## src/hw/rtl/gsfr_pkg.sv

```systemverilog
// Shared types and constants for the gas sensor frame receiver.
package gsfr_pkg;

  localparam int unsigned FrameBytes = 9;
  localparam int unsigned PosW       = 4;
  localparam logic [PosW-1:0] LastPos   = PosW'(FrameBytes - 1);  // checksum byte
  localparam logic [PosW-1:0] GasPos    = PosW'(1);
  localparam logic [PosW-1:0] ConcHiPos = PosW'(4);
  localparam logic [PosW-1:0] ConcLoPos = PosW'(5);

  localparam logic [15:0] ByteTimerMax  = 16'hFFFF;
  localparam logic [23:0] ValidTimerMax = 24'hFF_FFFF;

  localparam logic [7:0]  StartByteRst      = 8'hFF;
  localparam logic [7:0]  TargetGasIdRst    = 8'h00;
  localparam logic [15:0] InterbyteLimitRst = 16'd1000;
  localparam logic [23:0] CommTimeoutRst    = 24'd10000;

  typedef enum logic [1:0] {
    CFG_START_BYTE      = 2'd0,
    CFG_TARGET_GAS_ID   = 2'd1,
    CFG_INTERBYTE_LIMIT = 2'd2,
    CFG_COMM_TIMEOUT    = 2'd3
  } cfg_idx_e;

  typedef enum logic {
    FUNC_BYTE = 1'b0,
    FUNC_TICK = 1'b1
  } func_e;

  typedef struct packed {
    logic [7:0]  start_byte;
    logic [7:0]  target_gas_id;
    logic [15:0] interbyte_limit;
    logic [23:0] comm_timeout;
  } cfg_t;

  typedef struct packed {
    logic        reading_valid;
    logic [15:0] concentration;
    logic        online;
    logic        checksum_error;
    logic        lost_frame;
    logic        comm_timeout_event;
    logic [31:0] crc_error_count;
    logic [31:0] lost_frame_count;
    logic [31:0] timeout_count;
  } result_t;

endpackage

```

## src/hw/rtl/gsfr_cfg_regs.sv

```systemverilog
// Configuration register file for the gas sensor frame receiver.
module gsfr_cfg_regs import gsfr_pkg::*; (
  input  logic        clk_i,
  input  logic        rst_ni,
  input  logic        cfg_valid_i,
  input  logic [1:0]  cfg_index_i,
  input  logic [23:0] cfg_data_i,
  output logic        cfg_ready_o,
  output cfg_t        cfg_o
);

  cfg_t cfg_q;

  assign cfg_ready_o = 1'b1;
  assign cfg_o       = cfg_q;

  always_ff @(posedge clk_i or negedge rst_ni) begin
    if (!rst_ni) begin
      cfg_q.start_byte      <= StartByteRst;
      cfg_q.target_gas_id   <= TargetGasIdRst;
      cfg_q.interbyte_limit <= InterbyteLimitRst;
      cfg_q.comm_timeout    <= CommTimeoutRst;
    end else if (cfg_valid_i) begin
      unique case (cfg_idx_e'(cfg_index_i))
        CFG_START_BYTE:      cfg_q.start_byte      <= cfg_data_i[7:0];
        CFG_TARGET_GAS_ID:   cfg_q.target_gas_id   <= cfg_data_i[7:0];
        CFG_INTERBYTE_LIMIT: cfg_q.interbyte_limit <= cfg_data_i[15:0];
        CFG_COMM_TIMEOUT:    cfg_q.comm_timeout    <= cfg_data_i;
        default: ;
      endcase
    end
  end

endmodule

```

## src/hw/rtl/gsfr_in_reg.sv

```systemverilog
// Input item register with stall back-pressure.
module gsfr_in_reg import gsfr_pkg::*; (
  input  logic       clk_i,
  input  logic       rst_ni,
  input  logic       in_valid_i,
  output logic       in_stall_o,
  input  logic       func_i,
  input  logic [7:0] data_byte_i,
  input  logic       advance_i,   // downstream can take the held item
  output logic       item_valid_o,
  output func_e      item_func_o,
  output logic [7:0] item_byte_o
);

  logic       valid_q;
  func_e      func_q;
  logic [7:0] byte_q;
  logic       load;

  assign in_stall_o = valid_q & ~advance_i;
  assign load       = in_valid_i & ~in_stall_o;

  always_ff @(posedge clk_i or negedge rst_ni) begin
    if (!rst_ni) begin
      valid_q <= 1'b0;
    end else if (!in_stall_o) begin
      valid_q <= in_valid_i;
    end
  end

  always_ff @(posedge clk_i) begin
    if (load) begin
      func_q <= func_e'(func_i);
      byte_q <= data_byte_i;
    end
  end

  assign item_valid_o = valid_q;
  assign item_func_o  = func_q;
  assign item_byte_o  = byte_q;

endmodule

```

## src/hw/rtl/gsfr_core.sv

```systemverilog
// Frame assembly, checksum, timers and counters for one item per cycle while fire_i is high.
module gsfr_core import gsfr_pkg::*; (
  input  logic       clk_i,
  input  logic       rst_ni,
  input  cfg_t       cfg_i,
  input  logic       fire_i,
  input  func_e      func_i,
  input  logic [7:0] byte_i,
  output result_t    result_o
);

  // control state
  logic [PosW-1:0] pos_q, pos_d;
  logic            online_q, online_d;
  logic            latched_q, latched_d;
  logic [15:0]     tsb_q, tsb_d;
  logic [23:0]     tsv_q, tsv_d;
  logic [31:0]     crc_q, crc_d;
  logic [31:0]     lost_q, lost_d;
  logic [31:0]     to_q, to_d;
  // frame payload, written by each frame before use
  logic [7:0]      sum_q, sum_d;
  logic [7:0]      gas_q, gas_d;
  logic [7:0]      hi_q, hi_d;
  logic [7:0]      lo_q, lo_d;

  logic        rd_f, crc_f, lost_f, to_f;
  logic [15:0] conc;
  logic [15:0] tsb_inc;
  logic [23:0] tsv_inc;

  assign tsb_inc = (tsb_q == ByteTimerMax)  ? tsb_q : tsb_q + 16'd1;
  assign tsv_inc = (tsv_q == ValidTimerMax) ? tsv_q : tsv_q + 24'd1;

  always_comb begin
    pos_d     = pos_q;
    online_d  = online_q;
    latched_d = latched_q;
    tsb_d     = tsb_q;
    tsv_d     = tsv_q;
    sum_d     = sum_q;
    gas_d     = gas_q;
    hi_d      = hi_q;
    lo_d      = lo_q;
    rd_f      = 1'b0;
    crc_f     = 1'b0;
    lost_f    = 1'b0;
    to_f      = 1'b0;
    conc      = 16'd0;

    unique case (func_i)
      FUNC_BYTE: begin
        tsb_d = 16'd0;
        if (pos_q == '0) begin
          if (byte_i == cfg_i.start_byte) begin
            pos_d = PosW'(1);
            sum_d = 8'd0;
          end
        end else if (byte_i == cfg_i.start_byte) begin
          // resync: partial frame is lost
          lost_f = 1'b1;
          pos_d  = PosW'(1);
          sum_d  = 8'd0;
        end else if (pos_q < LastPos) begin
          sum_d = sum_q + byte_i;
          if (pos_q == GasPos)    gas_d = byte_i;
          if (pos_q == ConcHiPos) hi_d  = byte_i;
          if (pos_q == ConcLoPos) lo_d  = byte_i;
          pos_d = pos_q + PosW'(1);
        end else begin
          pos_d = '0;
          if (sum_q != byte_i) begin
            crc_f = 1'b1;
          end else begin
            tsv_d     = 24'd0;
            latched_d = 1'b0;
            online_d  = 1'b1;
            if (gas_q == cfg_i.target_gas_id) begin
              rd_f = 1'b1;
              conc = {hi_q, lo_q};
            end else begin
              lost_f = 1'b1;
            end
          end
        end
      end
      FUNC_TICK: begin
        tsb_d = tsb_inc;
        tsv_d = tsv_inc;
        if (pos_q != '0 && tsb_inc > cfg_i.interbyte_limit) begin
          lost_f = 1'b1;
          pos_d  = '0;
        end
        if (!latched_q && tsv_inc > cfg_i.comm_timeout) begin
          to_f      = 1'b1;
          latched_d = 1'b1;
          online_d  = 1'b0;
        end
      end
      default: ;
    endcase

    crc_d  = crc_q  + {31'd0, crc_f};
    lost_d = lost_q + {31'd0, lost_f};
    to_d   = to_q   + {31'd0, to_f};
  end

  always_ff @(posedge clk_i or negedge rst_ni) begin
    if (!rst_ni) begin
      pos_q     <= '0;
      online_q  <= 1'b0;
      latched_q <= 1'b0;
      tsb_q     <= '0;
      tsv_q     <= '0;
      crc_q     <= '0;
      lost_q    <= '0;
      to_q      <= '0;
    end else if (fire_i) begin
      pos_q     <= pos_d;
      online_q  <= online_d;
      latched_q <= latched_d;
      tsb_q     <= tsb_d;
      tsv_q     <= tsv_d;
      crc_q     <= crc_d;
      lost_q    <= lost_d;
      to_q      <= to_d;
    end
  end

  always_ff @(posedge clk_i) begin
    if (fire_i) begin
      sum_q <= sum_d;
      gas_q <= gas_d;
      hi_q  <= hi_d;
      lo_q  <= lo_d;
    end
  end

  always_comb begin
    result_o.reading_valid      = rd_f;
    result_o.concentration      = conc;
    result_o.online             = online_d;
    result_o.checksum_error     = crc_f;
    result_o.lost_frame         = lost_f;
    result_o.comm_timeout_event = to_f;
    result_o.crc_error_count    = crc_d;
    result_o.lost_frame_count   = lost_d;
    result_o.timeout_count      = to_d;
  end

endmodule

```

## src/hw/rtl/gsfr_out_reg.sv

```systemverilog
// Result register toward the output channel.
module gsfr_out_reg import gsfr_pkg::*; (
  input  logic    clk_i,
  input  logic    rst_ni,
  input  logic    item_valid_i,
  input  result_t result_i,
  input  logic    out_stall_i,
  output logic    advance_o,
  output logic    out_valid_o,
  output result_t result_o
);

  logic    valid_q;
  result_t res_q;

  // register is free when empty or its result is taken this cycle
  assign advance_o = ~valid_q | ~out_stall_i;

  always_ff @(posedge clk_i or negedge rst_ni) begin
    if (!rst_ni) begin
      valid_q <= 1'b0;
    end else if (advance_o) begin
      valid_q <= item_valid_i;
    end
  end

  always_ff @(posedge clk_i) begin
    if (advance_o && item_valid_i) begin
      res_q <= result_i;
    end
  end

  assign out_valid_o = valid_q;
  assign result_o    = res_q;

endmodule

```

## src/hw/rtl/gas_sensor_frame_receiver.sv

```systemverilog
// Top level of the gas sensor frame receiver.
// Gas sensor frame receiver. Each input transfer carries either a received
// UART byte (func 0) or a one-millisecond tick (func 1) and yields exactly one
// result transfer. Bytes are assembled into 9-byte frames that open with
// start_byte; the ninth byte must equal the low byte of the sum of bytes 1..7.
// A good frame puts the link online and restarts the validity timer; if its
// gas id (byte 1) matches target_gas_id the big-endian concentration from
// bytes 4 and 5 is reported with reading_valid, otherwise a lost frame is
// counted. A start byte inside a frame restarts it and counts a lost frame.
// Ticks advance two saturating timers: a partial frame idle longer than
// interbyte_limit ticks is dropped (lost frame), and once no good frame has
// arrived for more than comm_timeout ticks the link goes offline and the
// timeout counter steps once. All three counters wrap at 32 bits.
// Timing: an accepted item is held in the input register, where the parser
// logic evaluates it; when the output register can advance, state updates and
// the result is loaded into it together, so one item is taken every cycle
// while not stalled. in_stall_o rises only when the output register is full
// and stalled. Configuration writes are always ready (cfg_ready_o = 1) and
// must be issued only while no item is in flight; register index 0 start_byte,
// 1 target_gas_id, 2 interbyte_limit, 3 comm_timeout.
module gas_sensor_frame_receiver import gsfr_pkg::*; (
  input  logic        clk_i,
  input  logic        rst_ni,
  // configuration write channel
  input  logic        cfg_valid_i,
  output logic        cfg_ready_o,
  input  logic [1:0]  cfg_index_i,
  input  logic [23:0] cfg_data_i,
  // input item channel
  input  logic        in_valid_i,
  output logic        in_stall_o,
  input  logic        func_i,
  input  logic [7:0]  data_byte_i,
  // result channel
  output logic        out_valid_o,
  input  logic        out_stall_i,
  output logic        reading_valid_o,
  output logic [15:0] concentration_o,
  output logic        online_o,
  output logic        checksum_error_o,
  output logic        lost_frame_o,
  output logic        comm_timeout_event_o,
  output logic [31:0] crc_error_count_o,
  output logic [31:0] lost_frame_count_o,
  output logic [31:0] timeout_count_o
);

  cfg_t       cfg;
  logic       advance;
  logic       item_valid;
  func_e      item_func;
  logic [7:0] item_byte;
  result_t    result;
  result_t    result_q;

  gsfr_cfg_regs u_cfg (
    .clk_i       (clk_i),
    .rst_ni      (rst_ni),
    .cfg_valid_i (cfg_valid_i),
    .cfg_index_i (cfg_index_i),
    .cfg_data_i  (cfg_data_i),
    .cfg_ready_o (cfg_ready_o),
    .cfg_o       (cfg)
  );

  gsfr_in_reg u_in (
    .clk_i        (clk_i),
    .rst_ni       (rst_ni),
    .in_valid_i   (in_valid_i),
    .in_stall_o   (in_stall_o),
    .func_i       (func_i),
    .data_byte_i  (data_byte_i),
    .advance_i    (advance),
    .item_valid_o (item_valid),
    .item_func_o  (item_func),
    .item_byte_o  (item_byte)
  );

  // state commits exactly when the held item moves into the result register
  gsfr_core u_core (
    .clk_i    (clk_i),
    .rst_ni   (rst_ni),
    .cfg_i    (cfg),
    .fire_i   (item_valid & advance),
    .func_i   (item_func),
    .byte_i   (item_byte),
    .result_o (result)
  );

  gsfr_out_reg u_out (
    .clk_i        (clk_i),
    .rst_ni       (rst_ni),
    .item_valid_i (item_valid),
    .result_i     (result),
    .out_stall_i  (out_stall_i),
    .advance_o    (advance),
    .out_valid_o  (out_valid_o),
    .result_o     (result_q)
  );

  assign reading_valid_o      = result_q.reading_valid;
  assign concentration_o      = result_q.concentration;
  assign online_o             = result_q.online;
  assign checksum_error_o     = result_q.checksum_error;
  assign lost_frame_o         = result_q.lost_frame;
  assign comm_timeout_event_o = result_q.comm_timeout_event;
  assign crc_error_count_o    = result_q.crc_error_count;
  assign lost_frame_count_o   = result_q.lost_frame_count;
  assign timeout_count_o      = result_q.timeout_count;

endmodule

```

## config.mk

```make
export PLATFORM = sky130hd
export DESIGN_NAME = gas_sensor_frame_receiver
export DESIGN_NICKNAME = d
export VERILOG_FILES = /design/src/hw/rtl/gsfr_pkg.sv /design/src/hw/rtl/gsfr_cfg_regs.sv /design/src/hw/rtl/gsfr_in_reg.sv /design/src/hw/rtl/gsfr_core.sv /design/src/hw/rtl/gsfr_out_reg.sv /design/src/hw/rtl/gas_sensor_frame_receiver.sv
export SDC_FILE = /design/constraint.sdc
export NUM_CORES = 1
export LEC_CHECK = 0
export ABC_AREA = 1
export BUFFER_PORTS_ARGS = -buffer_cell sky130_fd_sc_hd__buf_2
export CAP_MARGIN = 0
export CORE_ASPECT_RATIO = 0.75
export CORE_UTILIZATION = 60
export CTS_BUF_LIST = sky130_fd_sc_hd__clkbuf_8 sky130_fd_sc_hd__clkbuf_16
export DETAILED_ROUTE_END_ITERATION = 16
export MAX_ROUTING_LAYER = met4
export PLACE_DENSITY = 0.8
export SYNTH_ARGS = -nofsm -noshare
export SYNTH_HDL_FRONTEND = slang
export SYNTH_HIERARCHICAL = 1
export SYNTH_SLANG_ARGS = --single-unit
```

## constraint.sdc

```tcl
create_clock -name clk_i -period 9 [get_ports clk_i]
set_input_delay 0.45 -clock clk_i [delete_from_list [all_inputs] [get_ports clk_i]]
set_output_delay 0.45 -clock clk_i [all_outputs]
set_load 0.1 [all_outputs]
```

==> impl_metrics.tcl, run 1 <==
set metrics [dict create \
    status "finished, final reports clean" \
    ys_seq_area_share_pct 53.6 \
    synth_nets 2112 \
    slew_viol_final 0 \
    worstPathRequired_ps 9470 \
    grt_usage_pct 29.3 \
    drv_cap 0 \
    nNetsFinal 2257 \
    drt.antenna.violating_nets 0 \
    ys_warn_count 6 \
    min_period_over_period_pct 55.5 \
    post-route-util_pct 69.2 \
    worstSetupPathType "register to register" \
    cts-root-buf "clkbuf_16" \
    dieArea_um2 31100 \
    ioPinCount 160 \
    post-synth-top-area-cell "edfxtp_1" \
    cts_setup_buffers 0 \
    use_met3_pct 4.37 \
    reg2reg_setup_slack_ps 4010 \
    cts_buffers 36 \
    grt_pass1_vias 13400 \
    relSlewSlack_pct 13.6 \
    grt_max_degree 99 \
    grt.overflow.total 0 \
    vias 14200 \
    dp_hpwl_mm 30.6 \
    area_growth_pct 11.8 \
    ys.flop_type "dfrtp_1" \
    synth_cells 2013 \
    gp_congestion 0.976 \
    clkTransAtPathRegs_ps 60 \
    regArea_um2 9770 \
    grtUsageMet2_pct 42.5 \
    cts_resized 0 \
    grt_setup_unrepaired "no" \
    cts_tree "yes" \
    cts_sinks 358 \
    min_path_type "input port to register" \
    rr_worst_depth 28 \
    antenna_found_initial 0 \
    async_flop_share_pct 55.9 \
    viasPerCell 5.49 \
    portBuffers 158 \
    drc_errors 0 \
    wl_per_cell_um 16.7 \
    hold_violations 0 \
    finalCriticalPeriod_ps 4990 \
    holdBufCountCts 1 \
    reg2reg_from "u_core/tsv_q[0]" \
    first_iter_violations 1310 \
    hold_path_startpoint "data_byte_i[3]" \
    grt_pass1_wl_mm 70.2 \
    tightest_slew_ps 1290 \
    crit_fanout 23 \
    clock_skew_ps 26.6 \
    syn_area_per_cell_um2 9.06 \
    core-area_um2 29500 \
    ir_drop_uv 158 \
    antennaDiodeCount 0 \
    max_freq_mhz 200 \
    worstPathArrival_ps 5470 \
    synth_top_cell_area_share_pct 26.0 \
    synth-seq-cells 358 \
    setup_tns_ps 0 \
    slowest_stage "nand2_1" \
    p_leak_uw 0.00967 \
    use_met1_pct 42.4 \
    start_util_pct 61.9 \
    crit_end "u_core/to_q[20]" \
    cp_common_cell "nand2_1" \
    fill_cells 2356 \
    endpoint_kind "register" \
    worstReg2RegEnd "u_core/to_q[20]" \
    slowest_delay_ps 500 \
    clkLatencyLatePin_ps 550 \
    multi_input_area_um2 7270 \
    busiest_layer "met2" \
    cp-start-kind "register" \
    final_layout_size_suffix_gt1_share_pct 14.6 \
    ys_types 50 \
    crit_start "u_core/tsv_q[0]" \
    die_width_um 203 \
    setup_viol 0 \
    htree_levels 2 \
    clk_path_buf_depth 3 \
    rows 54 \
    dieHeight_um 153 \
    synth_area_um2 18200 \
    drt-total-wl_mm 43.0 \
    powerDensity_nw_per_um2 235 \
    dr.pass1.iters 6 \
    netlist_top_cells_area "edfxtp_1 26%, dfrtp_1 25%, nand2_1 13%" \
    synth_edf_count 158 \
]
[power by group]
part | switching [uW] | internal [uW] | leakage [uW]
Clock | 640 | 793 | 0.000587
Sequential | 167 | 1960 | 0.00413
Combinational | 943 | 273 | 0.00495
[cell type report]
| cell class | instances | share of cell area, % |
|---|---|---|
| flip-flops and latches | 358 | 48.0 |
| multi-input cells | 1370 | 35.7 |
| clock buffers | 38 | 4.61 |
| repair buffers | 167 | 4.27 |
| inverters | 225 | 4.19 |
| well taps | 392 | 2.41 |
| clock inverters | 28 | 0.915 |
[cell usage after synthesis, drive strengths merged (3+ instances only)]
| master | count |
|---|---|
| nand2 | 649 |
| xor2 | 113 |
| dfstp | 19 |
| dfrtp | 181 |
| ha | 58 |
| nor3b | 3 |
| nand4 | 84 |
| edfxtp | 158 |
| clkbuf | 21 |
| a21oi | 34 |
| buf | 39 |
| nor2 | 148 |
| and2 | 5 |
| xnor2 | 15 |
| a22o | 3 |
| o21ai | 97 |
| a21o | 6 |
| inv | 225 |
| nor3 | 61 |
| nand3 | 80 |
[worst max-delay path, delay by kind of cell (launching register included)]
family	cells	cell delay (ps)
AO/OA/AOI/OAI	1	420
XOR/XNOR	1	180
adder cells (fa/ha/maj)	4	1120
buffers and inverters	3	320
flip-flops	1	440
AND/OR/NAND/NOR	19	2430
[worst min path at each step]
stage / endpoint / slack [ps] / depth (start not counted)
3_3_place_gp: u_cfg/cfg_o[32] / 460 / 2
6_report: u_in/item_byte_o[3] / 70 / 1
5_1_grt: u_in/item_byte_o[3] / 60 / 1
4_1_cts: u_in/item_byte_o[5] / 50 / 1
2_1_floorplan: u_cfg/cfg_o[0] / 150 / 0
3_5_place_dp: u_cfg/cfg_o[29] / 460 / 2
[logic make-up (layout without fill, tap and decap cells)]
logic type | after synthesis | after routing | share of synthesized area [%]
buffers and inverters | 285 | 458 | 6.62
AO/OA/AOI/OAI | 143 | 143 | 4.21
AND/OR/NAND/NOR | 1039 | 1039 | 25.2
other | 1 | 1 | 0.0206
adder cells (fa/ha/maj) | 59 | 59 | 4.09
flip-flops | 358 | 358 | 53.6
XOR/XNOR | 128 | 128 | 6.23
[flip-flops by register name, indices dropped and copies added, names as in the netlist, 4 cells and up]
signal and cells:
u_cfg/cfg_o 56, u_core/crc_q 32, u_core/gas_q 8, u_core/hi_q 8, u_core/lo_q 8, u_core/lost_q 32
u_core/pos_q 4, u_core/sum_q 8, u_core/to_q 32, u_core/tsb_q 16, u_core/tsv_q 24, u_in/item_byte_o 8
u_out/result_o 117
[layer usage]
metal | routed length, um | vias up
met5 | 0 | -
met4 | 1100 | 0
met3 | 2850 | 76
met2 | 19100 | 512
met1 | 20000 | 6744
li1 | - | 6828
[per-stage QoR]
step,total power [uW],area [um2],hold slack [ps],instances,setup WS [ps]
3_5_place_dp,3360,19200,455,2511,4120
3_3_place_gp,3330,19200,456,2511,4270
6_report,4780,20400,71.8,2578,4010
5_1_grt,5010,20400,55.8,2578,3500
2_1_floorplan,3100,18200,154,2013,1800
4_1_cts,4800,20400,52.7,2578,4040
[cell usage in the layout (no fill, tap or decap), drive strengths merged, types with 15 or more instances in the layout]
master    n
buf     165
o21ai    97
inv     236
xor2    113
dfrtp   181
nand4    84
nor3     61
a21oi    34
nor2    148
dfstp    19
ha       58
nand2   649
edfxtp  158
clkbuf   39
nand3    80
xnor2    15
Power figures use the tool's default switching activity.
==> run 2, diff against run 1 <==
ABC_AREA = 0   (was 1)
CORE_UTILIZATION = 54   (was 60)
PLACE_DENSITY = 0.76   (was 0.8)
clock period = 4.2 ns   (was 9 ns; I/O delays follow)
==> impl_metrics.tcl, run 2 <==
set metrics [dict create \
    slew_viol_final 0 \
    clkLatencyLatePin_ps 530 \
    largest_reg_flops 117 \
    synth_cells 1490 \
    pwr-share-comb_pct 20.5 \
    area_growth_pct 29.6 \
    hold_violations 0 \
    synth_top_cell_area_share_pct 27.1 \
    rows 56 \
    async_flop_share_pct 55.9 \
    dieArea_um2 33200 \
    tightest_slew_ps 1150 \
    powerDensity_nw_per_um2 413 \
    post-synth-top-area-cell "edfxtp_1" \
    die_width_um 210 \
    worstPathRequired_ps 4470 \
    cts-root-buf "clkbuf_16" \
    final_layout_size_suffix_gt1_share_pct 35.7 \
    fin_ws_ps -444 \
    ys.flop_type "dfrtp_1" \
    nNetsFinal 1954 \
    worstSetupPathType "register to register" \
    synth_edf_count 158 \
    first_iter_violations 779 \
    clkTransAtPathRegs_ps 60 \
    layout_common_cells "182 x buf_4, 181 x dfrtp_1, 158 x edfxtp_1" \
    min_period_over_period_pct 111 \
    grt_pass1_wl_mm 62.6 \
    ys_seq_area_share_pct 55.8 \
    place_area_um2 20000 \
    htree_levels 2 \
    regArea_um2 9770 \
    stdcell_area_um2 22700 \
    p_leak_uw 0.0103 \
    violations "setup timing" \
    grt_pass1_vias 12300 \
    gp_congestion 0.865 \
    setup_viol 90 \
    ioPinCount 160 \
    ys_types 82 \
    status "finished with violations" \
    synth_area_um2 17500 \
    endpoint_kind "register" \
    wl_per_cell_um 16.9 \
    grt.overflow.total 0 \
    cts_tree "yes" \
    syn_area_per_cell_um2 11.8 \
    viasPerCell 5.41 \
    grt_setup_unrepaired "yes" \
    synth_nets 1589 \
    cts_buffers 38 \
    worstPathArrival_ps 4910 \
    drt-total-wl_mm 39.2 \
    multi_input_area_um2 8200 \
    clock_skew_ps 10.9 \
    cp-start-kind "register" \
    dr.pass1.iters 5 \
    max_freq_mhz 215 \
    dieHeight_um 158 \
    ir_drop_uv 461 \
    place_ws_ps -523 \
    p_sw_share_pct 29.5 \
    whs_ps 12.0 \
    drv_cap 0 \
    synth_commonest_cells "181 x dfrtp_1, 158 x edfxtp_1, 151 x xnor2_1" \
    power.switching_uw 2770 \
    finalCriticalPeriod_ps 4640 \
    synth_most_common_cell "dfrtp_1" \
    min_path_type "input port to register" \
    clk_path_buf_depth 3 \
    portBuffers 158 \
    clockPowerShare_pct 35.1 \
    grt_usage_pct 24.4 \
    start_util_pct 55.5 \
    p_seq_share_pct 44.4 \
    netlist_top_cells_area "edfxtp_1 27%, dfrtp_1 26%, xnor2_1 7.5%" \
    rr_worst_depth 19 \
    antenna_found_initial 0 \
    fill_cells 2148 \
    crit_fanout 5 \
    antennaDiodeCount 0 \
    dp_hpwl_mm 26.2 \
    synth-seq-cells 358 \
    core-area_um2 31600 \
    cts_sinks 358 \
    drc_errors 0 \
    ys_warn_count 6 \
    relSlewSlack_pct 22.4 \
    whs_path_depth 2 \
    layout_commonest_cell "buf_4" \
    drt.antenna.violating_nets 0 \
    intPower_uw 6610 \
    grt_max_degree 126 \
    vias 12500 \
]
-- run 2: changes by cell type after synthesis, moves of 37 or more --
cell / before / now
xnor2_1: 15 / 151
nand2_1: 640 / 124
mux2_2: 0 / 65
nor2_1: 129 / 92
inv_1: 209 / 56
o21ai_0: 85 / 23
-- run 2: layout make-up --
class,count,area share [%]
Sequential cell,358,43.0
Clock inverter,24,0.810
Tap cell,435,2.40
Clock buffer,45,4.66
Multi-Input combinational cell,1006,36.1
Inverter,57,0.942
Timing Repair Buffer,394,12.1
-- run 2: timing repair --
action | CTS | global route
resized for setup | 98 | 77
endpoints found under the setup margin | 98 | 114
hold buffers | 34 | 0
hold endpoints to repair | 127 | 0
gates cloned | 0 | 0
setup buffers | 28 | 18
pin swaps | 57 | 51
-- run 2: logic make-up after synthesis --
| logic type | Yosys count | share of synthesized area (%) |
|---|---|---|
| compound gates | 145 | 5.59 |
| xor+xnor | 231 | 11.5 |
| fa+ha+maj | 59 | 4.26 |
| buf+inv | 126 | 3.27 |
| flops | 358 | 55.8 |
| mux | 73 | 4.63 |
| other cells | 1 | 0.0214 |
| simple gates | 497 | 14.9 |
-- run 2: critical path: stages (launching register included) --
cell     delay (ps)
dfrtp_1         390
and4_4          210
and4_4          140
a311o_1         410
or3_4           410
xnor2_2         150
ha_1            290
nand4_1         160
nor4_4          330
o31ai_2         120
nand3_2         120
and3b_1         190
and2_4          180
ha_4            140
and3_4          190
nand3_2          90
or2_4           260
or3_4           410
nor2_2          130
xor2_1           80
-- run 2: path summary, 6_finish.rpt --
| path | from | endpoint | slack [ps] |
|---|---|---|---|
| setup / recovery | u_core/tsv_q[7] | u_out/result_o[21] | -440 |
| hold / removal | cfg_data_i[4] | u_cfg/cfg_o[28] | 10 |
| setup reg to reg | u_core/tsv_q[7] | u_out/result_o[21] | -440 |
| hold reg to reg | u_core/to_q[31] | u_core/to_q[31] | 490 |
| max in group asynchronous | rst_ni | u_core/crc_q[18] | 2830 |
| min in group asynchronous | rst_ni | u_cfg/cfg_o[19] | 260 |
-- run 2: through the flow --
step / power, uW / utilization, % / std cells / TNS [ps]
floorplan: 5510 / - / 1490 / -8690
global placement: 5970 / 63.3 / 2177 / -18240
detailed placement: 6020 / 63.3 / 2177 / -28460
CTS: 9420 / 70.3 / 2305 / -16650
global route: 9790 / 71.9 / 2319 / -40450
finish: 9380 / 71.9 / 2319 / -22310
-- run 2: routing by layer --
| metal | global-route usage [%] | share of wire [%] | vias to the layer above |
|---|---|---|---|
| met3 | 3.05 | 4.5 | 67 |
| met4 | 8.13 | 2.4 | 0 |
| met2 | 38.3 | 47 | 343 |
| met1 | 33.4 | 46 | 6138 |
| li1 | - | - | 5998 |
| met5 | - | 0 | - |
-- run 2: power by group through the flow --
stage	clock network, uW	logic, uW	registers (uW)
detailed placement	0	1800	4220
finish	3290	1920	4160
floorplan	0	785	4730
global placement	0	1770	4200
CTS	3390	1880	4160
global route	3510	2080	4200
